<file path="src/rtl/core/lpfr_pkg.sv">
// Shared types and constants of the length-prefixed frame receiver.
package lpfr_pkg;

    localparam int MAX_PAYLOAD    = 1024;
    localparam int CHECKSUM_BYTES = 4;
    localparam int LEN_BYTES      = 4;

    localparam int BUF_AW = $clog2(MAX_PAYLOAD);
    localparam int CHK_W  = $clog2(CHECKSUM_BYTES + 1);

    localparam int BYTE_W    = 8;
    localparam int INDEX_W   = 10;
    localparam int FLEN_W    = 10;
    localparam int S_TDATA_W = 24;
    localparam int M_TDATA_W = 24;
    localparam int APB_AW    = 4;
    localparam int APB_DW    = 32;

    typedef enum logic [2:0] {
        EV_NONE   = 3'd0,
        EV_ACCEPT = 3'd1,
        EV_BADLEN = 3'd2,
        EV_BADEND = 3'd3,
        EV_READ   = 3'd4
    } event_t;

    typedef enum logic [1:0] {
        REG_START_FIRST  = 2'd0,
        REG_START_SECOND = 2'd1,
        REG_END_FIRST    = 2'd2,
        REG_END_SECOND   = 2'd3
    } reg_idx_t;

    typedef struct packed {
        logic [BYTE_W-1:0] start_first;
        logic [BYTE_W-1:0] start_second;
        logic [BYTE_W-1:0] end_first;
        logic [BYTE_W-1:0] end_second;
    } marks_t;

    typedef struct packed {
        event_t            ev;
        logic [FLEN_W-1:0] flen;
    } evt_t;

    typedef struct packed {
        logic              we;
        logic [BUF_AW-1:0] addr;
        logic [BYTE_W-1:0] data;
    } buf_wr_t;

endpackage

</file>
<file path="src/rtl/core/lpfr_ctrl.sv">
// Frame state machine: marker hunt, length gather, payload store, trailer check.
module lpfr_ctrl (
    input  logic                        clk,
    input  logic                        rst_n,
    input  logic                        take,
    input  logic [lpfr_pkg::BYTE_W-1:0] rx_byte,
    input  lpfr_pkg::marks_t            marks,
    output lpfr_pkg::evt_t              evt,
    output lpfr_pkg::buf_wr_t           wr
);
    import lpfr_pkg::*;

    typedef enum logic [4:0] {
        PH_START  = 5'b00001,
        PH_LENGTH = 5'b00010,
        PH_DATA   = 5'b00100,
        PH_CHECK  = 5'b01000,
        PH_END    = 5'b10000
    } phase_t;

    phase_t            phase_reg, phase_next;
    logic              half_reg, half_next;
    logic [1:0]        len_cnt_reg, len_cnt_next;
    logic [31:0]       accum_reg, accum_next;
    logic [BUF_AW-1:0] pay_cnt_reg, pay_cnt_next;
    logic [CHK_W-1:0]  chk_cnt_reg, chk_cnt_next;
    logic [31:0]       accum_shift;
    logic [BUF_AW:0]   pay_cnt_inc;

    assign accum_shift = {accum_reg[23:0], rx_byte};
    assign pay_cnt_inc = {1'b0, pay_cnt_reg} + 1'b1;

    always_comb
    begin
        phase_next   = phase_reg;
        half_next    = half_reg;
        len_cnt_next = len_cnt_reg;
        accum_next   = accum_reg;
        pay_cnt_next = pay_cnt_reg;
        chk_cnt_next = chk_cnt_reg;
        evt.ev       = EV_NONE;
        evt.flen     = '0;
        wr.we        = 1'b0;
        wr.addr      = pay_cnt_reg;
        wr.data      = rx_byte;
        if (take)
        begin
            case (phase_reg)
                PH_START:
                begin
                    if (!half_reg)
                    begin
                        half_next = (rx_byte == marks.start_first);
                    end
                    else
                    begin
                        half_next = 1'b0;
                        if (rx_byte == marks.start_second)
                        begin
                            len_cnt_next = '0;
                            accum_next   = '0;
                            phase_next   = PH_LENGTH;
                        end
                    end
                end
                PH_LENGTH:
                begin
                    accum_next   = accum_shift;
                    len_cnt_next = len_cnt_reg + 2'd1;
                    if (len_cnt_reg == 2'(LEN_BYTES - 1))
                    begin
                        if (accum_shift != '0 && accum_shift < 32'(MAX_PAYLOAD))
                        begin
                            pay_cnt_next = '0;
                            phase_next   = PH_DATA;
                        end
                        else
                        begin
                            evt.ev     = EV_BADLEN;
                            phase_next = PH_START;
                        end
                    end
                end
                PH_DATA:
                begin
                    wr.we        = 1'b1;
                    pay_cnt_next = pay_cnt_inc[BUF_AW-1:0];
                    if (pay_cnt_inc == accum_reg[BUF_AW:0])
                    begin
                        chk_cnt_next = '0;
                        phase_next   = PH_CHECK;
                    end
                end
                PH_CHECK:
                begin
                    chk_cnt_next = CHK_W'(chk_cnt_reg + 1'b1);
                    if (chk_cnt_reg == CHK_W'(CHECKSUM_BYTES - 1))
                    begin
                        half_next  = 1'b0;
                        phase_next = PH_END;
                    end
                end
                PH_END:
                begin
                    if (!half_reg)
                    begin
                        half_next = (rx_byte == marks.end_first);
                    end
                    else
                    begin
                        half_next  = 1'b0;
                        phase_next = PH_START;
                        if (rx_byte == marks.end_second)
                        begin
                            evt.ev   = EV_ACCEPT;
                            evt.flen = accum_reg[FLEN_W-1:0];
                        end
                        else
                        begin
                            evt.ev = EV_BADEND;
                        end
                    end
                end
                default:
                begin
                    half_next  = 1'b0;
                    phase_next = PH_START;
                end
            endcase
        end
    end

    always_ff @(posedge clk or negedge rst_n)
    begin
        if (!rst_n)
        begin
            phase_reg   <= PH_START;
            half_reg    <= 1'b0;
            len_cnt_reg <= '0;
            accum_reg   <= '0;
            pay_cnt_reg <= '0;
            chk_cnt_reg <= '0;
        end
        else
        begin
            phase_reg   <= phase_next;
            half_reg    <= half_next;
            len_cnt_reg <= len_cnt_next;
            accum_reg   <= accum_next;
            pay_cnt_reg <= pay_cnt_next;
            chk_cnt_reg <= chk_cnt_next;
        end
    end

endmodule

</file>
<file path="config.mk">
export PLATFORM = sky130hd
export DESIGN_NAME = lpfr_ctrl
export DESIGN_NICKNAME = d
export VERILOG_FILES = /design/src/rtl/core/lpfr_pkg.sv /design/src/rtl/core/lpfr_ctrl.sv
export SDC_FILE = /design/constraint.sdc
export NUM_CORES = 1
export LEC_CHECK = 0
export BUFFER_PORTS_ARGS = -buffer_cell sky130_fd_sc_hd__clkbuf_2
export CAP_MARGIN = 40
export CORE_MARGIN = 3
export CORE_UTILIZATION = 48
export DETAILED_ROUTE_END_ITERATION = 12
export PLACE_DENSITY_LB_ADDON = 0.1
export SYNTH_ARGS = -nofsm -noshare
export SYNTH_HDL_FRONTEND = slang
export SYNTH_SLANG_ARGS = --single-unit
</file>
<file path="constraint.sdc">
create_clock -name clk -period 2.3 [get_ports clk]
set_input_delay 0.23 -clock clk [delete_from_list [all_inputs] [get_ports clk]]
set_output_delay 0.23 -clock clk [all_outputs]
set_load 0.05 [all_outputs]
</file>
======== Word level (Yosys, flattened, before mapping) ========
Index checks and enable logic that the tools add are counted.
operators by class
  add/subtract/negate cells ............... 3
  muxes and demuxes ....................... 33
  reduce and logical (&&, ||, !) cells .... 11
  bitwise operators ....................... 1
  equality and inequality tests ........... 19
  order comparisons ....................... 1
operator list
  kind                                                   count
  two-way mux 24 bit                                     2
  one-hot mux 24 bit (2 select lines)                    1
  two-way mux 10 bit                                     4
  == test 8 bit                                          4
  < comparator 32 x 11 -> 1 bit (second input constant)  1
  nonzero test 32 bit                                    1
  two-way mux 5 bit                                      6
  two-way mux 13 bit                                     2
  one-hot mux 5 bit (5 select lines)                     1
  one-hot mux 10 bit (2 select lines)                    1
  inequality test 2 bit (second input constant)          7
  one-hot mux 3 bit (2 select lines)                     2
  adder 10 x 1 -> 11 bit (second input constant)         1
  == test 11 bit                                         1
  two-way mux 2 bit                                      5
  AND reduction 4 bit                                    2
  AND reduction 7 bit                                    1
  two-way mux 3 bit                                      2
  AND reduction 3 bit                                    2
  nonzero test 2 bit                                     3
  == test 5 x 1 -> 1 bit (second input constant)         1
  == test 5 x 2 -> 1 bit (second input constant)         1
  == test 5 x 3 -> 1 bit (second input constant)         1
  == test 5 x 4 -> 1 bit (second input constant)         1
  11 further kinds                                       15
storage, ports and cells
  flip-flop bits (word level) ............. 45
  input bits .............................. 43
  output and inout bits ................... 32
  logic and storage cells ................. 74

======== Depth between registers and ports, before layout ========
Gate-level depths: netlist (run 1).
  word-level depth ........................ 6
  depth in mapped cells ................... 8
  gate-level depth less buffers ........... 7

======== Worst setup path after synthesis (run 1) ========
Ideal clock, no wire load.
  path kind ............................... flip-flop to output port
  from .................................... register phase_reg[3]
  to ...................................... output port evt[0] in the netlist's numbering
  data required time ...................... 2070 ps
  path buffers ............................ 1
  stages on the path, launching flop included .. 8
  arrival ................................. 2567 ps
  slack ................................... -497 ps
  cells stage by stage .................... dfrtp_1 -> nor3_1 -> and3_1 -> nand2_1 -> nor2_1 -> and3_1 -> clkbuf_1 -> and2_1
RTL lines
  item                      line              source
  start: declaration        lpfr_ctrl.sv:21   phase_t phase_reg, phase_next;
  start signal: assignment  lpfr_ctrl.sv:146  phase_reg <= phase_next;
  end: declaration          lpfr_ctrl.sv:8    output lpfr_pkg::evt_t evt,

======== Worst setup path in the final report (run 1) ========
  from .................................... register pay_cnt_reg[0]
  to ...................................... register phase_reg[2]
between the ends
  longest elaborated chain between the ends .. 4
ends and longest elaborated chain
  item                                    line              source
  start: declaration                      lpfr_ctrl.sv:25   logic [BUF_AW-1:0] pay_cnt_reg, pay_cnt_next;
  start signal: assignment                lpfr_ctrl.sv:150  pay_cnt_reg <= pay_cnt_next;
  adder 10 x 1 -> 11 bit                  lpfr_ctrl.sv:31   assign pay_cnt_inc = {1'b0, pay_cnt_reg} + 1'b1;
  == test 11 bit                          lpfr_ctrl.sv:88   if (pay_cnt_inc == accum_reg[BUF_AW:0])
  inequality test 2 bit (no source line)  -
  AND reduction 7 bit (no source line)    -
No other way between the ends.
A chain may end at the register's enable or synchronous reset.

==> reports/summary.txt, run 1 <==
status - complete, no violations
CTS Buffer Depth - 2
worst min path class - in -> reg
Worst-Margin Slew - 0.689 ns
Skew-Pair Late Insertion Delay - 0.30 ns
main combinational cell family by area after synthesis - simple AND/OR/NAND/NOR gates
Final Util - 0.662
Compound-Gate Fraction of Synth Area - 0.156
Seq/Total Area, Yosys - 0.388
Cell Rows - 27
clock root cell - clkbuf_8
P&R area growth vs syn - 29.4%
R2R Path Start - pay_cnt_reg[0]
Layout fillers - 473
final non-filler cell total - 470
Remaining Overflow, GRT - 0
floorplan die height - 83.8 um
WHS Path Cells - 2
I/O pin count - 75
CP arrival - 2.42 ns
worst-path fanout max - 6
sequential power share - 0.372
number of global-route vias before repair - 2,467
most frequent cells in the layout - 62 x clkbuf_2, 38 x dfrtp_1, 35 x buf_4, 25 x xnor2_1, 23 x nand2_1
number of port buffers - 73
placed insts - 456
number of max-cap violations - 0
Placed Area - 3450 sq um
Synthesized Nets - 360
die width - 83.8 um
Core Area - 5680 sq um
#FFs+latches synth - 45
Hold Startpoint - rx_byte[0]
Via density - 5.56
Syn Area/Cell - 9.27 sq um
design internal power - 2160 uW
Clock power frac - 0.177
n_diodes - 0
Worst setup SP type - flop
pwr/cell area - 961 nW/um^2
Final ANT Viol Nets - 0
DR WL/cell - 16.9 um
worst reg2reg path depth - 8
max FFs per register - 24
Fin. Hold Viols - 0
Synth Area in XOR/XNOR - 0.133
Initial Util - 0.511
die area - 7020 sq um
most common cell after layout, fill and taps aside - clkbuf_2
fin. max-slew vios - 0
sw frac - 0.403
multiplexer share of the synthesized area - 0.0297
NetSw - 1450 uW
R2R setup slack - 0.07 ns
r2r endpoint - phase_reg[2]
Syn Std Cell Area - 2900 sq um
Tcrit/Tclk final - 0.971
Mapped Cells - 313
Post-synth EDFFs - 0
ratio of cells with drive above 1 in the final layout - 0.405
largest net degree at the start of global routing - 28
Crit Path Class - reg -> reg
# H-tree levels - 2
DR vias - 2,615
register area - 1130 sq um
combinational group share of total power - 0.451
CTS Buf Count - 5
Lkg Pwr - 0.00173 uW
cell area after layout - 3760 sq um
CTS tree - built
VDD IR max - 923 uV
clk_skew - 0.0111 ns
Post-Synth Adder-Cell Area - 0.0172
RSZ-0062 raised after global routing - true
WP data required - 2.49 ns
clock sink count - 45
total chip power - 3610 uW
Worst Slack Setup Final - 0.0656 ns
Worst Setup End Kind - flop
Slew Limit Headroom - 0.539
hold worst-path end - accum_reg[0]
yosys warns - 0
Reg clk slew, reported paths - 0.09 ns
post-synthesis simple-gate area fraction - 0.219
ys async rst share - 1.00
initial antenna violation count - 0
DRC - 0
fmax - 0.448 GHz
min Tclk post-route - 2.23 ns
routability-driven placement congestion ratio - 0.850
# setup viols final - 0
first drt pass iteration count - 4
DP HPWL - 6080 um
main flop type after synthesis - dfrtp_1
Global Route Usage Sum - 0.225
pre-CTS setup slack - 0.0469 ns
Netlist cell types - 50
global-route wire length before repair - 12,700 um
DRT iter0 DRCs - 151
Nets - 444
area of the multi-input gates - 1730 sq um
final WL - 7950 um
-- cell type report --
cell class              count  area share
multi-input cells         234       0.460
flip-flops and latches     45       0.302
well taps                  72      0.0240
clock buffers               6      0.0220
clock inverters             2     0.00999
inverters                   7     0.00699
repair buffers            104       0.175
-- repair_timing --
action	4_1_cts	5_1_grt
resized for setup	15	31
hold buffers	1	0
setup endpoints to repair	11	19
hold endpoints to repair	24	0
buffers inserted	0	5
pin swaps	0	6
-- cells by family after synthesis --
group                    Yosys count
multiplexers                       8
AO/OA/AOI/OAI                     66
other                              1
flip-flops                        45
XOR/XNOR                          44
AND/OR/NAND/NOR                  111
buffers and inverters             34
adder cells (fa/ha/maj)            4
-- metrics by stage --
step,setup TNS (ns),hold WS [ns]
finish,0,0.196
global route,-0.217,0.188
CTS,0,0.192
detailed placement,0,0.299
global placement,0,0.309
floorplan,0,-0.0656
-- worst max-delay path by stage --
stage,from,endpoint,slack [ns],depth (start not counted)
floorplan,pay_cnt_reg[2],chk_cnt_reg[0],0.01,6
global placement,pay_cnt_reg[1],chk_cnt_reg[1],0.12,7
detailed placement,phase_reg[0],evt[7],0.05,7
CTS,phase_reg[0],evt[7],0.003,7
global route,phase_reg[2],evt[0],-0.03,7
finish,pay_cnt_reg[0],phase_reg[2],0.07,8
-- routing by layer --
metal	vias up	GRT usage	routed length (um)	share of wire
li1	1283	-	-	-
met1	1262	0.317	3640	0.46
met2	66	0.364	3870	0.49
met3	4	0.0484	394	0.050
met4	0	0.0336	40	0.0050
met5	-	0	0	0
-- critical path, cell delays in order, from the launching register on --
cell	delay, ns
dfrtp_2	0.43
buf_4	0.17
and3_2	0.24
xnor2_1	0.17
nand3_1	0.10
or4_4	0.52
nor3_1	0.25
buf_4	0.17
o21ai_0	0.08
-- Yosys cell counts (all sizes together) (2+ instances only) --
| cell | number | area share |
|---|---|---|
| buf | 12 | 0.028 |
| ha | 4 | 0.017 |
| nor4 | 13 | 0.030 |
| inv | 7 | 0.0091 |
| a21oi | 12 | 0.022 |
| o21bai | 2 | 0.0052 |
| xor2 | 19 | 0.057 |
| nor2 | 20 | 0.026 |
| o21a | 4 | 0.010 |
| xnor2 | 25 | 0.075 |
| and2 | 11 | 0.024 |
| mux2 | 5 | 0.019 |
| or4 | 4 | 0.012 |
| nand4b | 2 | 0.0060 |
| a31oi | 8 | 0.017 |
| mux2i | 3 | 0.010 |
| nand2 | 23 | 0.030 |
| or3 | 2 | 0.0043 |
| clkbuf | 15 | 0.019 |
| dfrtp | 44 | 0.38 |
| nor3 | 7 | 0.016 |
| and3 | 8 | 0.018 |
| nand3 | 9 | 0.017 |
| a22o | 20 | 0.060 |
| nand4 | 6 | 0.015 |
| o21ai | 15 | 0.026 |
-- power by group through the flow --
stage	Clock, uW	Sequential (uW)	Combinational, uW
finish	639	1340	1630
detailed placement	0	1330	1460
floorplan	0	1390	905
global placement	0	1320	1440
CTS	642	1320	1460
global route	685	1370	1780
Power figures use the tool's default switching activity.
==> inputs of run 2 (changes only) <==
CORE_UTILIZATION = 55   (was 48)
clock period = 2.82 ns   (was 2.3 ns; I/O delays follow)
==> reports/summary.txt, run 2 (synthesis results as in run 1) <==
number of global-route vias before repair - 2,466
first drt pass iteration count - 4
worst min path class - in -> async
Initial Util - 0.591
R2R setup slack - 0.39 ns
I/O pin count - 75
Worst Slack Setup Final - 0.185 ns
CTS tree - built
ratio of cells with drive above 1 in the final layout - 0.288
worst-path fanout max - 10
RSZ-0062 raised after global routing - false
routability-driven placement congestion ratio - 0.890
Cell Rows - 25
# setup viols final - 0
register area - 1130 sq um
clk_skew - 0.00999 ns
largest net degree at the start of global routing - 29
total chip power - 2580 uW
Crit Path Class - reg -> out
R2R Path Start - pay_cnt_reg[0]
Worst-Margin Slew - 0.795 ns
number of max-cap violations - 0
pre-CTS setup slack - 0.398 ns
Remaining Overflow, GRT - 0
final WL - 7210 um
Tcrit/Tclk final - 0.935
fmax - 0.379 GHz
Nets - 421
Fin. Hold Viols - 0
DR WL/cell - 16.3 um
r2r endpoint - chk_cnt_reg[0]
CTS resizes - 0
die width - 78.7 um
DRT iter0 DRCs - 197
die area - 6190 sq um
area of the multi-input gates - 1620 sq um
TNS Setup - 0 ns
CTS Buf Count - 5
Post-CTS Setup Bufs - 0
global-route wire length before repair - 12,000 um
fin. max-slew vios - 0
initial antenna violation count - 0
# H-tree levels - 2
P&R area growth vs syn - 15.9%
Final ANT Viol Nets - 0
Worst Setup End Kind - output port
max FFs per register - 24
DR vias - 2,502
Worst setup SP type - flop
n_diodes - 0
final hold slack - 0.0198 ns
Core Area - 4910 sq um
Slew Limit Headroom - 0.469
Reg clk slew, reported paths - 0.09 ns
clock root cell - clkbuf_8
Lkg Pwr - 0.00157 uW
DP HPWL - 5450 um
pwr/cell area - 767 nW/um^2
Via density - 5.66
Layout fillers - 407
worst reg2reg path depth - 7
status - complete, no violations
floorplan die height - 78.7 um
most common cell after layout, fill and taps aside - clkbuf_2
VDD IR max - 578 uV
Final Util - 0.685
number of port buffers - 73
Skew-Pair Late Insertion Delay - 0.30 ns
DRC - 0
WP data required - 2.54 ns
min Tclk post-route - 2.64 ns
CTS Buffer Depth - 2
Global Route Usage Sum - 0.249
CP arrival - 2.35 ns
# hold bufs at CTS - 0
clock sink count - 45
most frequent cells in the layout - 73 x clkbuf_2, 44 x dfrtp_1, 25 x xnor2_1, 23 x nand2_1, 20 x a22o_1
## run 2: cell count changes in the layout (fill, tap and decap cells not counted), sizes merged
cell / change
dlygate4sd3: -1
clkbuf: +12
bufinv: -1
buf: -33
## run 2: worst max-delay path, stage by stage (launching register included)
cell,delay (ns)
dfrtp_1,0.45
nor3_1,0.33
and3_1,0.26
nand2_1,0.10
nor2_2,0.10
and3_1,0.36
and2_1,0.18
clkbuf_2,0.27
## run 2: per-layer routing
metal | share of wire | GRT usage
met2 | 0.49 | 0.413
met4 | 0.0082 | 0.0594
met3 | 0.046 | 0.0390
met5 | 0 | 0
met1 | 0.46 | 0.339
## run 2: power by group
part,switching [uW],internal (uW),total [uW],leakage (uW)
sequential,255,837,1090,0.000597
combinational,613,484,1100,0.000937
clock,216,176,391,0.0000385
total,1080,1500,2580,0.00157
## run 2: stage by stage
stage                     instance area (sq um)  instances
after detailed placement                   3280        434
after CTS                                  3360        442
after global placement                     3280        434
after floorplan                            2910        313
after global routing                       3360        442
final                                      3360        442
## run 2: area by class of cell
class	count	share of cell area
multi-input cells	234	0.481
flip-flops and latches	45	0.335
repair buffers	81	0.126
well taps	67	0.0249
clock buffers	7	0.0227
inverters	7	0.00781
clock inverters	1	0.00223
## run 2: how the worst max path moves through the flow
| stage | startpoint | to | slack, ns | cells after the start |
|---|---|---|---|---|
| floorplan | phase_reg[3] | evt[0] | 0.23 | 7 |
| global placement | rx_byte[2] | evt[11] | 0.45 | 7 |
| detailed placement | pay_cnt_reg[0] | chk_cnt_reg[0] | 0.40 | 7 |
| CTS | phase_reg[3] | evt[1] | 0.20 | 7 |
| global route | phase_reg[3] | evt[7] | 0.01 | 7 |
| finish | phase_reg[3] | evt[6] | 0.18 | 7 |
