**src/rtl/core/lpfr_pkg.sv**
```systemverilog
// Shared types and constants of the length-prefixed frame receiver.
package lpfr_pkg;

    localparam int MAX_PAYLOAD    = 1024;
    localparam int CHECKSUM_BYTES = 4;
    localparam int LEN_BYTES      = 4;

    localparam int BUF_AW = $clog2(MAX_PAYLOAD);
    localparam int CHK_W  = $clog2(CHECKSUM_BYTES + 1);

    localparam int BYTE_W    = 8;
    localparam int INDEX_W   = 10;
    localparam int FLEN_W    = 10;
    localparam int S_TDATA_W = 24;
    localparam int M_TDATA_W = 24;
    localparam int APB_AW    = 4;
    localparam int APB_DW    = 32;

    typedef enum logic [2:0] {
        EV_NONE   = 3'd0,
        EV_ACCEPT = 3'd1,
        EV_BADLEN = 3'd2,
        EV_BADEND = 3'd3,
        EV_READ   = 3'd4
    } event_t;

    typedef enum logic [1:0] {
        REG_START_FIRST  = 2'd0,
        REG_START_SECOND = 2'd1,
        REG_END_FIRST    = 2'd2,
        REG_END_SECOND   = 2'd3
    } reg_idx_t;

    typedef struct packed {
        logic [BYTE_W-1:0] start_first;
        logic [BYTE_W-1:0] start_second;
        logic [BYTE_W-1:0] end_first;
        logic [BYTE_W-1:0] end_second;
    } marks_t;

    typedef struct packed {
        event_t            ev;
        logic [FLEN_W-1:0] flen;
    } evt_t;

    typedef struct packed {
        logic              we;
        logic [BUF_AW-1:0] addr;
        logic [BYTE_W-1:0] data;
    } buf_wr_t;

endpackage

```
**src/rtl/core/lpfr_regs.sv**
```systemverilog
// APB register file holding the start and end marker bytes.
module lpfr_regs (
    input  logic                        clk,
    input  logic                        rst_n,
    input  logic                        psel,
    input  logic                        penable,
    input  logic                        pwrite,
    input  logic [lpfr_pkg::APB_AW-1:0] paddr,
    input  logic [lpfr_pkg::APB_DW-1:0] pwdata,
    output logic [lpfr_pkg::APB_DW-1:0] prdata,
    output logic                        pready,
    output lpfr_pkg::marks_t            marks
);
    import lpfr_pkg::*;

    marks_t   marks_reg;
    marks_t   marks_next;
    reg_idx_t idx;
    logic     wr_en;

    assign pready = 1'b1;
    assign idx    = reg_idx_t'(paddr[3:2]);
    assign wr_en  = psel && penable && pwrite && pready;
    assign marks  = marks_reg;

    always_comb
    begin
        marks_next = marks_reg;
        if (wr_en)
        begin
            case (idx)
                REG_START_FIRST:  marks_next.start_first  = pwdata[BYTE_W-1:0];
                REG_START_SECOND: marks_next.start_second = pwdata[BYTE_W-1:0];
                REG_END_FIRST:    marks_next.end_first    = pwdata[BYTE_W-1:0];
                REG_END_SECOND:   marks_next.end_second   = pwdata[BYTE_W-1:0];
                default:          marks_next = marks_reg;
            endcase
        end
    end

    always_comb
    begin
        case (idx)
            REG_START_FIRST:  prdata = APB_DW'(marks_reg.start_first);
            REG_START_SECOND: prdata = APB_DW'(marks_reg.start_second);
            REG_END_FIRST:    prdata = APB_DW'(marks_reg.end_first);
            REG_END_SECOND:   prdata = APB_DW'(marks_reg.end_second);
            default:          prdata = '0;
        endcase
    end

    always_ff @(posedge clk or negedge rst_n)
    begin
        if (!rst_n)
        begin
            marks_reg <= '0;
        end
        else
        begin
            marks_reg <= marks_next;
        end
    end

endmodule

```
**config.mk**
```make
export PLATFORM = sky130hd
export DESIGN_NAME = lpfr_regs
export DESIGN_NICKNAME = d
export VERILOG_FILES = /design/src/rtl/core/lpfr_pkg.sv /design/src/rtl/core/lpfr_regs.sv
export SDC_FILE = /design/constraint.sdc
export NUM_CORES = 1
export LEC_CHECK = 0
export ABC_AREA = 1
export BUFFER_PORTS_ARGS = -buffer_cell sky130_fd_sc_hd__buf_2
export CAP_MARGIN = 20
export CORE_MARGIN = 2
export CORE_UTILIZATION = 27
export CTS_BUF_LIST = sky130_fd_sc_hd__clkbuf_2
export DETAILED_ROUTE_END_ITERATION = 8
export GPL_TIMING_DRIVEN = 1
export PLACE_DENSITY = 0.61
export SLEW_MARGIN = 5
export SYNTH_ARGS = -nofsm -noshare
export SYNTH_HDL_FRONTEND = slang
export SYNTH_SLANG_ARGS = --single-unit
export TNS_END_PERCENT = 50
```
**constraint.sdc**
```tcl
create_clock -name clk -period 1.3 [get_ports clk]
set_input_delay 0.195 -clock clk [delete_from_list [all_inputs] [get_ports clk]]
set_output_delay 0.195 -clock clk [all_outputs]
set_load 0.01 [all_outputs]
```
### Yosys cells after proc, flatten, opt, wreduce, memory -nomap -nowiden

Cells that the tools add are included.
Widths: inputs -> output; s select.

| word-level totals | value |
|---|---|
| register bits | 32 |
| input port bits | 41 |
| output and inout port bits | 65 |
| word-level logic and storage cells | 15 |

| operators by class | value |
|---|---|
| eq/ne operators | 3 |
| muxes and demuxes | 1 |
| reduce and logical (&&, ||, !) cells | 7 |

Operators by type and width:

| kind | count |
|---|---|
| $pmux 32 s4 | 1 |
| $reduce_and 2->1 | 4 |
| $eq 2x2->1 const B | 2 |
| $eq 2x1->1 const B | 1 |
| $logic_and 1x1->1 | 2 |
| $logic_not 2->1 | 1 |

### Longest topological paths before layout

Gate-level depths: netlist of run 1.

| depth | value |
|---|---|
| depth after elaboration | 3 |
| gate-level depth with buffers | 6 |

### Worst setup path before layout of run 1

No wires, ideal clock.

| timing path | value |
|---|---|
| path type | input to output |
| start point | input paddr[2] (netlist name) |
| end point | output prdata[0] (netlist name) |
| arrival | 0.699 ns |
| required time | 1.105 ns |
| setup slack | 0.406 ns |
| cell stages on the path | 4 |
| cells stage by stage | buf_6 -> buf_4 -> nand3_1 -> nand4_1 |

| on the way | value |
|---|---|
| longest elaborated chain between the ends | 2 |
| elaborated cells on any way between the ends | 5 |

Ends and longest elaborated chain:

| what | line | text |
|---|---|---|
| start, declared | lpfr_regs.sv:8 | `input logic [lpfr_pkg::APB_AW-1:0] paddr,` |
| $eq 2x2->1, or another cell as far along | lpfr_regs.sv:43 | `case (idx)` |
| $pmux 32 s4 (*) | lpfr_regs.sv:43 |  |
| end, declared | lpfr_regs.sv:10 | `output logic [lpfr_pkg::APB_DW-1:0] prdata,` |

Mark *: on every way between the ends. The rest lies on a longest branch, timed or not. The select of a mux whose other input is x is not followed.

### Final worst setup path of run 1

| timing path | value |
|---|---|
| start point | register marks_reg, in the netlist marks[11] |
| end point | output prdata[3] (netlist name) |

| on the way | value |
|---|---|
| longest elaborated chain between the ends | 1 |

Ends and longest elaborated chain:

| what | line | text |
|---|---|---|
| start, declared | lpfr_regs.sv:16 | `marks_t marks_reg;` |
| start signal, assigned | lpfr_regs.sv:60 | `marks_reg <= marks_next;` |
| $pmux 32 s4 | lpfr_regs.sv:43 |  |

No other way between the ends. The select of a mux whose other input is x is not followed.

==> results of run 1 <==
-- metrics by stage --
stage | cell area (sq um) | power (mW)
3_3_place_gp | 2060 | 2.22
3_5_place_dp | 2060 | 2.24
6_report | 2450 | 3.30
2_1_floorplan | 1850 | 1.85
4_1_cts | 2240 | 3.07
5_1_grt | 2450 | 3.52
-- worst max-delay path by stage --
| stage | startpoint | endpoint | slack (ns) | cells past startpoint |
|---|---|---|---|---|
| 3_5_place_dp | paddr[3] | prdata[3] | 0.12 | 5 |
| 2_1_floorplan | paddr[2] | prdata[0] | 0.41 | 4 |
| 5_1_grt | marks[1]$_DFFE_PN0P_ | prdata[1] | -0.21 | 3 |
| 6_report | marks[11]$_DFFE_PN0P_ | prdata[3] | -0.10 | 3 |
| 3_3_place_gp | paddr[3] | prdata[3] | 0.12 | 5 |
| 4_1_cts | marks[19]$_DFFE_PN0P_ | prdata[3] | -0.1 | 3 |
-- layer usage --
metal / global-route usage / share of wire / wire, um / vias to the layer above
met5: 0 / 0 / 0 / -
met4: 0.0390 / 0.011 / 57 / 0
met3: 0.0360 / 0.085 / 437 / 7
met2: 0.227 / 0.46 / 2350 / 81
met1: 0.209 / 0.45 / 2300 / 814
li1: - / - / - / 815
-- critical path, cell delays in order (launching register included) --
cell and delay, ns:
sky130_fd_sc_hd__dfrtp_1 0.41, sky130_fd_sc_hd__nand3_1 0.09, sky130_fd_sc_hd__nand4_1 0.14, sky130_fd_sc_hd__buf_2 0.17
-- layout make-up --
| class | instances | share of cell area |
|---|---|---|
| Tap cell | 77 | 0.0392 |
| Inverter | 6 | 0.00917 |
| Multi-Input combinational cell | 177 | 0.338 |
| Timing Repair Buffer | 82 | 0.260 |
| Clock inverter | 2 | 0.0143 |
| Clock buffer | 6 | 0.0122 |
| Sequential cell | 32 | 0.326 |
-- cells by family after synthesis --
group	Yosys count	share of synthesized area
buffers and inverters	35	0.140
DFF	32	0.453
and+or+nand+nor	152	0.403
other	2	0.00425
-- layout by cell type, fill, tap and decap left out --
master and count:
sky130_fd_sc_hd__buf_12 2, sky130_fd_sc_hd__buf_2 39, sky130_fd_sc_hd__buf_4 15, sky130_fd_sc_hd__buf_6 25, sky130_fd_sc_hd__bufinv_16 1, sky130_fd_sc_hd__clkbuf_2 6, sky130_fd_sc_hd__clkinv_2 1, sky130_fd_sc_hd__conb_1 25
sky130_fd_sc_hd__dfrtp_1 32, sky130_fd_sc_hd__dlygate4sd3_1 1, sky130_fd_sc_hd__inv_1 1, sky130_fd_sc_hd__inv_2 5, sky130_fd_sc_hd__nand2_1 106, sky130_fd_sc_hd__nand2_2 4, sky130_fd_sc_hd__nand2_4 3, sky130_fd_sc_hd__nand3_1 19
sky130_fd_sc_hd__nand3_2 5, sky130_fd_sc_hd__nand3_4 1, sky130_fd_sc_hd__nand4_1 8, sky130_fd_sc_hd__nor2_4 6
-- report_power, final --
part / switching, mW / leakage, nW / internal (mW)
sequential: 0.162 / 0.407 / 1.20
combinational: 0.609 / 0.919 / 0.643
clock: 0.359 / 0.0430 / 0.331
-- repair_timing --
| item | CTS | global route |
|---|---|---|
| endpoints found under the hold margin | 32 | 0 |
| pin swaps | 12 | 12 |
| gates resized for setup | 2 | 28 |
| setup buffers | 13 | 9 |
| hold buffers | 1 | 0 |
| setup endpoints to repair | 8 | 21 |
==> summary by stage, run 1 <==
Drt
After detailed routing, the number of remaining DRC violations is 0. After the first detailed-routing iteration, the DRC count stood at 67. For this block, the routed nets add up to 5.14 mm of wire.

In this run the remaining antenna-violating nets after routing total 0. Using the TritonRoute via totals, the vias-per-cell ratio works out to 4.49. The number of optimization iterations in the first detailed-route pass is 4. The routed layout has 1717 vias.

The average wire per cell in the routed design is 13.5 um.

Global route
The number of global-route vias before repair is 1629. The initial antenna violation count is 0. The maximum number of pins on one net before global-route repair is 33. The residual overflow from global routing is 0. The first global-routing pass estimated 8.29 mm of wire. Across every metal layer, demand over resource in global routing totals 0.148.

Timing
The fmax is 713 MHz. Setup repair after global routing could not meet its margin everywhere. The final setup skew is 0 ns. The final number of hold-violating endpoints came to 0. Subtracting the final worst setup slack from the clock period gives 1.40 ns.

The final-report setup violation count is 10. The tightest hold margin is 0.0445 ns. Across all setup checks in the final design, the least slack found is -0.102 ns. Dividing the final minimum period by the clock period gives 1.08.

Summed over all failing endpoints, the final setup total negative slack is -0.591 ns. The number of pins exceeding their max-slew limit in the final report is 0.

Layout
Summing all multi-input logic gate instances after layout gives 831 sq um. The fraction of final layout cells with drive strength greater than 1 is 0.370. The area occupied by registers is 801 sq um.

The register with the most flip-flops in the layout has 32 of them. At the end of the flow the core is filled with cells to 0.387. Compared with the post-synthesis result, the final layout area differs by 38.9%.

0 antenna diodes ended up in the layout. Counting the fill cells in the layout gives 689. The net count of the finished layout is 345. The final instance count without filler cells is 382.

Power and ir drop
For this design the ratio of total power to cell area is 1340 mW/mm^2. The worst-case IR drop observed on VDD is 0.784 mV. For this design the static power due to leakage is 1.37 nW.

Synthesis
Yosys printed 0 warnings. The number of enable flip-flop cells after synthesis is 0. In the post-synthesis netlist, the biggest area contributors are sky130_fd_sc_hd__dfrtp_1 45%, sky130_fd_sc_hd__nand2_1 23%, sky130_fd_sc_hd__buf_4 11%.

Synthesis inferred 32 register bits. Synthesis handed over a netlist of 221 instances. The number of different library cells used by synthesis comes to 13. Ranked by instance count, the synthesized netlist is headed by 106 x sky130_fd_sc_hd__nand2_1, 32 x sky130_fd_sc_hd__dfrtp_1, 27 x sky130_fd_sc_hd__buf_4. By instance count, the leading cell after synthesis is sky130_fd_sc_hd__nand2_1. The average size of a mapped cell is 8.00 sq um. The cell area after synthesis is 0.00177 sq mm. The register area share after synthesis is 0.453.

In the synthesized netlist the async set-or-reset flop fraction comes to 1.00. The share of synthesized area in the top cell type comes to 0.453. The cell type with the largest total area after synthesis is sky130_fd_sc_hd__dfrtp_1.

For this run, the leading register cell type out of synthesis is sky130_fd_sc_hd__dfrtp_1.

Die
The floorplan has 29 rows. The count of pins on the block boundary is 106. The core area is 0.00635 sq mm. In this run the horizontal extent of the chip is 84.9 um.

The floorplan step set the die height to 84.9 um. The starting utilization of the core area is 0.278. The floorplan die area is 0.00721 sq mm.

Worst hold path
The class of the worst hold path is input port to register. The startpoint of the worst hold path is pwdata[3]. The cell depth of the worst min-delay path is 3.

The terminating pin of the worst hold path is marks[3]$_DFFE_PN0P_.

Place
The number of I/O port buffers is 54. The number of placed instances, taps included, is 351. The half-perimeter wire length after placement is 3.68 mm. The post-placement setup slack is 0.123 ns.

The congestion estimate from routability-driven global placement came to 0.808.

Critical path
Measured in cells, the most critical reg-to-reg path has a length of 3. The worst setup path category is register to primary output. For the worst setup path, the data arrival time is 1.21 ns.

The largest driver fanout on the critical path is 2. The startpoint identified for the worst register-to-register timing path is marks[19]$_DFFE_PN0P_. The category of the worst setup path capture point is a primary output.

The reg-to-reg setup timing slack is 0.54 ns. The worst setup path is launched from a register. In this run the critical register-to-register path is captured at marks[19]$_DFFE_PN0P_. STA puts the critical path data required time at 1.11 ns.

Clock network
After clock tree synthesis, the clock-pin slew on the worst setup and hold paths is 0.17 ns. The CTS tree is built. The clock sink count is 32. The cell sitting at the root of the clock tree is a sky130_fd_sc_hd__clkbuf_2. Buffers inserted during clock tree synthesis total 5. The insertion delay to the later sink of the worst-skew pair is 0.39 ns.

The H-tree was split into 2 levels. The maximum clock path buffer count is 2.

Outcome
The checks that failed: setup timing. The run finished, with violations left.

Run
The max-cap violation count is 0.
(Power assumes the default switching activity.)
==> run 2, diff against run 1 <==
CTS_BUF_LIST = sky130_fd_sc_hd__clkbuf_2 sky130_fd_sc_hd__clkbuf_4 sky130_fd_sc_hd__clkbuf_8   (was sky130_fd_sc_hd__clkbuf_2)
RECOVER_POWER = 25   (was unset)
==> summary by stage, run 2 (same netlist as run 1, synthesis figures left out) <==
Outcome
Run status: finished, violations left (unchanged). Failing checks: setup timing (unchanged).

Die
The number of placement rows is 29 (unchanged). The core area was 0.00635 sq mm (unchanged). The y dimension of the die is 84.9 um (unchanged).

The die outline width is 84.9 um (unchanged). The floorplan die area is 0.00721 sq mm (unchanged). The count of pins on the block boundary is 106 (unchanged). The starting utilization of the core area is 0.278 (unchanged).

Critical path
The length in cells of the worst reg-to-reg path was 4 (was 3). The largest driver fanout on the critical path came to 3 (was 2). Worst path cell trace: nand3_1 -> nand4_1 -> buf_2 (unchanged). The type of origin of the critical path is a register (unchanged). The capturing point of the worst reg2reg path is marks[17]$_DFFE_PN0P_ (was marks[19]$_DFFE_PN0P_). The reg-to-reg setup timing slack is 0.45 ns (was 0.54 ns). The slowest cell on the critical path was sky130_fd_sc_hd__dfrtp_1 (unchanged). The launch point of the critical path is marks[16]$_DFFE_PN0P_ (was marks[11]$_DFFE_PN0P_). The worst endpoint data arrival time is 1.12 ns (was 1.21 ns).

The worst setup path category is register to primary output (unchanged). The highest cell delay on the worst timing path was 0.42 ns (was 0.41 ns). The data required time at the worst endpoint came to 1.11 ns (about the same). The category of the worst setup path capture point is a primary output (unchanged).

The critical path endpoint is prdata[0] (was prdata[3]). The reg-to-reg startpoint is marks[17]$_DFFE_PN0P_ (was marks[19]$_DFFE_PN0P_).

Power and ir drop
The worst-case vdd ir drop is 0.680 mV (was 0.784 mV). The net switching power was 1.10 mW (was 1.13 mW). The switching share of total power came to 0.335 (was 0.342). The power consumption came to 3.28 mW (was 3.30 mW).

The internal power component was 2.18 mW (was 2.17 mW). The leakage power of the design is 1.28 nW (was 1.37 nW). The power per standard cell area is 1460 mW/mm^2 (was 1340 mW/mm^2).

The sequential share of power is 0.419 (was 0.412). The clock power share was 0.298 (was 0.209). The combinational cell fraction of total power was 0.283 (was 0.379).

Global route
The first-pass GRT wire length is 8.17 mm (was 8.29 mm). The residual overflow from global routing is 0 (unchanged). The initial antenna violation count was 0 (unchanged). The maximum number of pins on one net before global-route repair is 33 (unchanged). The global-route total usage across every layer came to 0.147 (was 0.148). The number of global-route vias before repair is 1555 (was 1629).

Drt
The average vias per placed instance is 4.40 (was 4.49). The total wirelength of the detailed-routed design is 5.01 mm (was 5.14 mm). The post-route DRC violation count is 0 (unchanged). The via total after detailed routing came to 1624 (was 1717). The number of optimization iterations in the first detailed-route pass was 4 (unchanged). The detailed router's first-iteration violation count was 62 (was 67).

The residual antenna-violating net count after detailed routing was 0 (unchanged). The average wire per cell in the routed design is 13.6 um (was 13.5 um).

Run
The max-cap violation count came to 0 (unchanged).

Clock network
The deepest level of the CTS H-tree is 2 (unchanged). The clock sink count was 32 (unchanged). The insertion delay to the later sink of the worst-skew pair is 0.30 ns (was 0.39 ns).

The clock input transition at the sequential cells of the worst setup and hold paths is 0.07 ns (was 0.17 ns). The maximum clock path buffer count was 2 (unchanged). The clock root buffer is sky130_fd_sc_hd__clkbuf_8 (was sky130_fd_sc_hd__clkbuf_2). The CTS tree is built (unchanged). The number of clock buffers inserted by TritonCTS is 5 (unchanged).

Timing
The relative slew slack is 0.511. The post-route setup TNS was -0.0179 ns (was -0.591 ns). The worst setup slack after layout was -0.0179 ns (was -0.102 ns). The final number of hold-violating endpoints came to 0 (unchanged). The number of pins exceeding their max-slew limit in the final report was 0 (unchanged).

The share of the clock period used by the worst path after layout is 1.01 (was 1.08). The fmax is 759 MHz (was 713 MHz). For the pin with the worst max-slew slack, the measured transition is 0.733 ns.

RSZ-0062 raised after global routing: yes (unchanged). The final setup skew came to 0 ns (unchanged). The post-route minimum period is 1.32 ns (was 1.40 ns).

The final-report setup violation count is 1 (was 10).

Place
The number of I/O port buffers is 54 (unchanged). The half-perimeter wire length after placement came to 3.68 mm (unchanged). The final estimated routing congestion in global placement is 0.808 (unchanged). The post-placement setup slack is 0.123 ns (unchanged).

Layout
The most common library cell in the layout ignoring fill and taps is sky130_fd_sc_hd__nand2_1 (unchanged). The number of antenna repair diodes is 0 (unchanged). The number of flip-flops under the largest register name is 32 (unchanged). The net total in the final layout is 332 (was 345). The layout overhead on the synthesized area is 27.1% (was 38.9%). Highest-count cells in the layout ignoring fill and taps: 106 x sky130_fd_sc_hd__nand2_1, 55 x sky130_fd_sc_hd__buf_2, 32 x sky130_fd_sc_hd__dfrtp_1 (was 106 x sky130_fd_sc_hd__nand2_1, 39 x sky130_fd_sc_hd__buf_2, 32 x sky130_fd_sc_hd__dfrtp_1). The fraction of final layout cells with drive strength greater than 1 was 0.336 (was 0.370).

Worst hold path
The class of the worst hold path is input port to register (unchanged).
-- run 2: changes by cell type in the layout (fill, tap and decap cells not counted) --
cell,delta
sky130_fd_sc_hd__buf_2,+16
sky130_fd_sc_hd__nand3_2,-2
sky130_fd_sc_hd__clkbuf_2,-6
sky130_fd_sc_hd__clkbuf_8,+5
sky130_fd_sc_hd__buf_4,-3
sky130_fd_sc_hd__buf_12,-1
sky130_fd_sc_hd__clkbuf_4,+1
sky130_fd_sc_hd__buf_6,-25
sky130_fd_sc_hd__nand3_1,+2
-- run 2: metrics by stage --
step	utilization	cells	instance area [sq um]	hold slack [ns]
6_report	0.354	369	2250	0.155
5_1_grt	0.354	369	2250	0.164
4_1_cts	0.343	360	2180	0.153
3_5_place_dp	0.324	351	2060	0.168
3_3_place_gp	0.324	351	2060	0.165
2_1_floorplan	-	244	1850	-0.101
-- run 2: power groups by stage --
stage               clock, mW  combinational, mW  sequential, mW
CTS                     0.999              0.846            1.38
global placement            0              0.824            1.39
finish                  0.976              0.927            1.37
floorplan                   0              0.396            1.46
global route             1.05               1.04            1.40
detailed placement          0              0.841            1.40
-- run 2: how the worst min path moves through the flow --
stage,startpoint,to,cells after the start
floorplan,rst_n,marks[0]$_DFFE_PN0P_,0
global placement,rst_n,marks[14]$_DFFE_PN0P_,2
detailed placement,rst_n,marks[23]$_DFFE_PN0P_,2
CTS,pwdata[3],marks[3]$_DFFE_PN0P_,3
global route,pwdata[3],marks[11]$_DFFE_PN0P_,3
finish,pwdata[3],marks[3]$_DFFE_PN0P_,3
-- run 2: cell type report --
| cell class | instances | area (sq um) |
|---|---|---|
| Clock buffer | 6 | 76.3 |
| Sequential cell | 32 | 801 |
| Clock inverter | 2 | 35.0 |
| Fill cell | 705 | 4100 |
| Multi-Input combinational cell | 177 | 821 |
| Timing Repair Buffer | 69 | 395 |
| Inverter | 6 | 22.5 |
| Tap cell | 77 | 96.3 |
-- run 2: what timing repair did --
item	4_1_cts	5_1_grt
endpoints found under the setup margin	0	7
hold buffers	1	0
hold endpoints to repair	32	0
buffers inserted	0	9
gates resized for setup	0	3
-- run 2: metal layers --
metal	wire, um	up-vias	track usage	part of all wire
met2	2170	63	0.213	0.43
met3	307	8	0.0340	0.061
met5	0	-	0	0
li1	-	787	-	-
met1	2450	766	0.215	0.49
met4	79	0	0.0563	0.016
-- run 2: critical path, delay by kind of cell, from the launching register on --
kind	cells	cell delay, ns
buffers and inverters	1	0.17
DFF	1	0.42
and+or+nand+nor	2	0.24
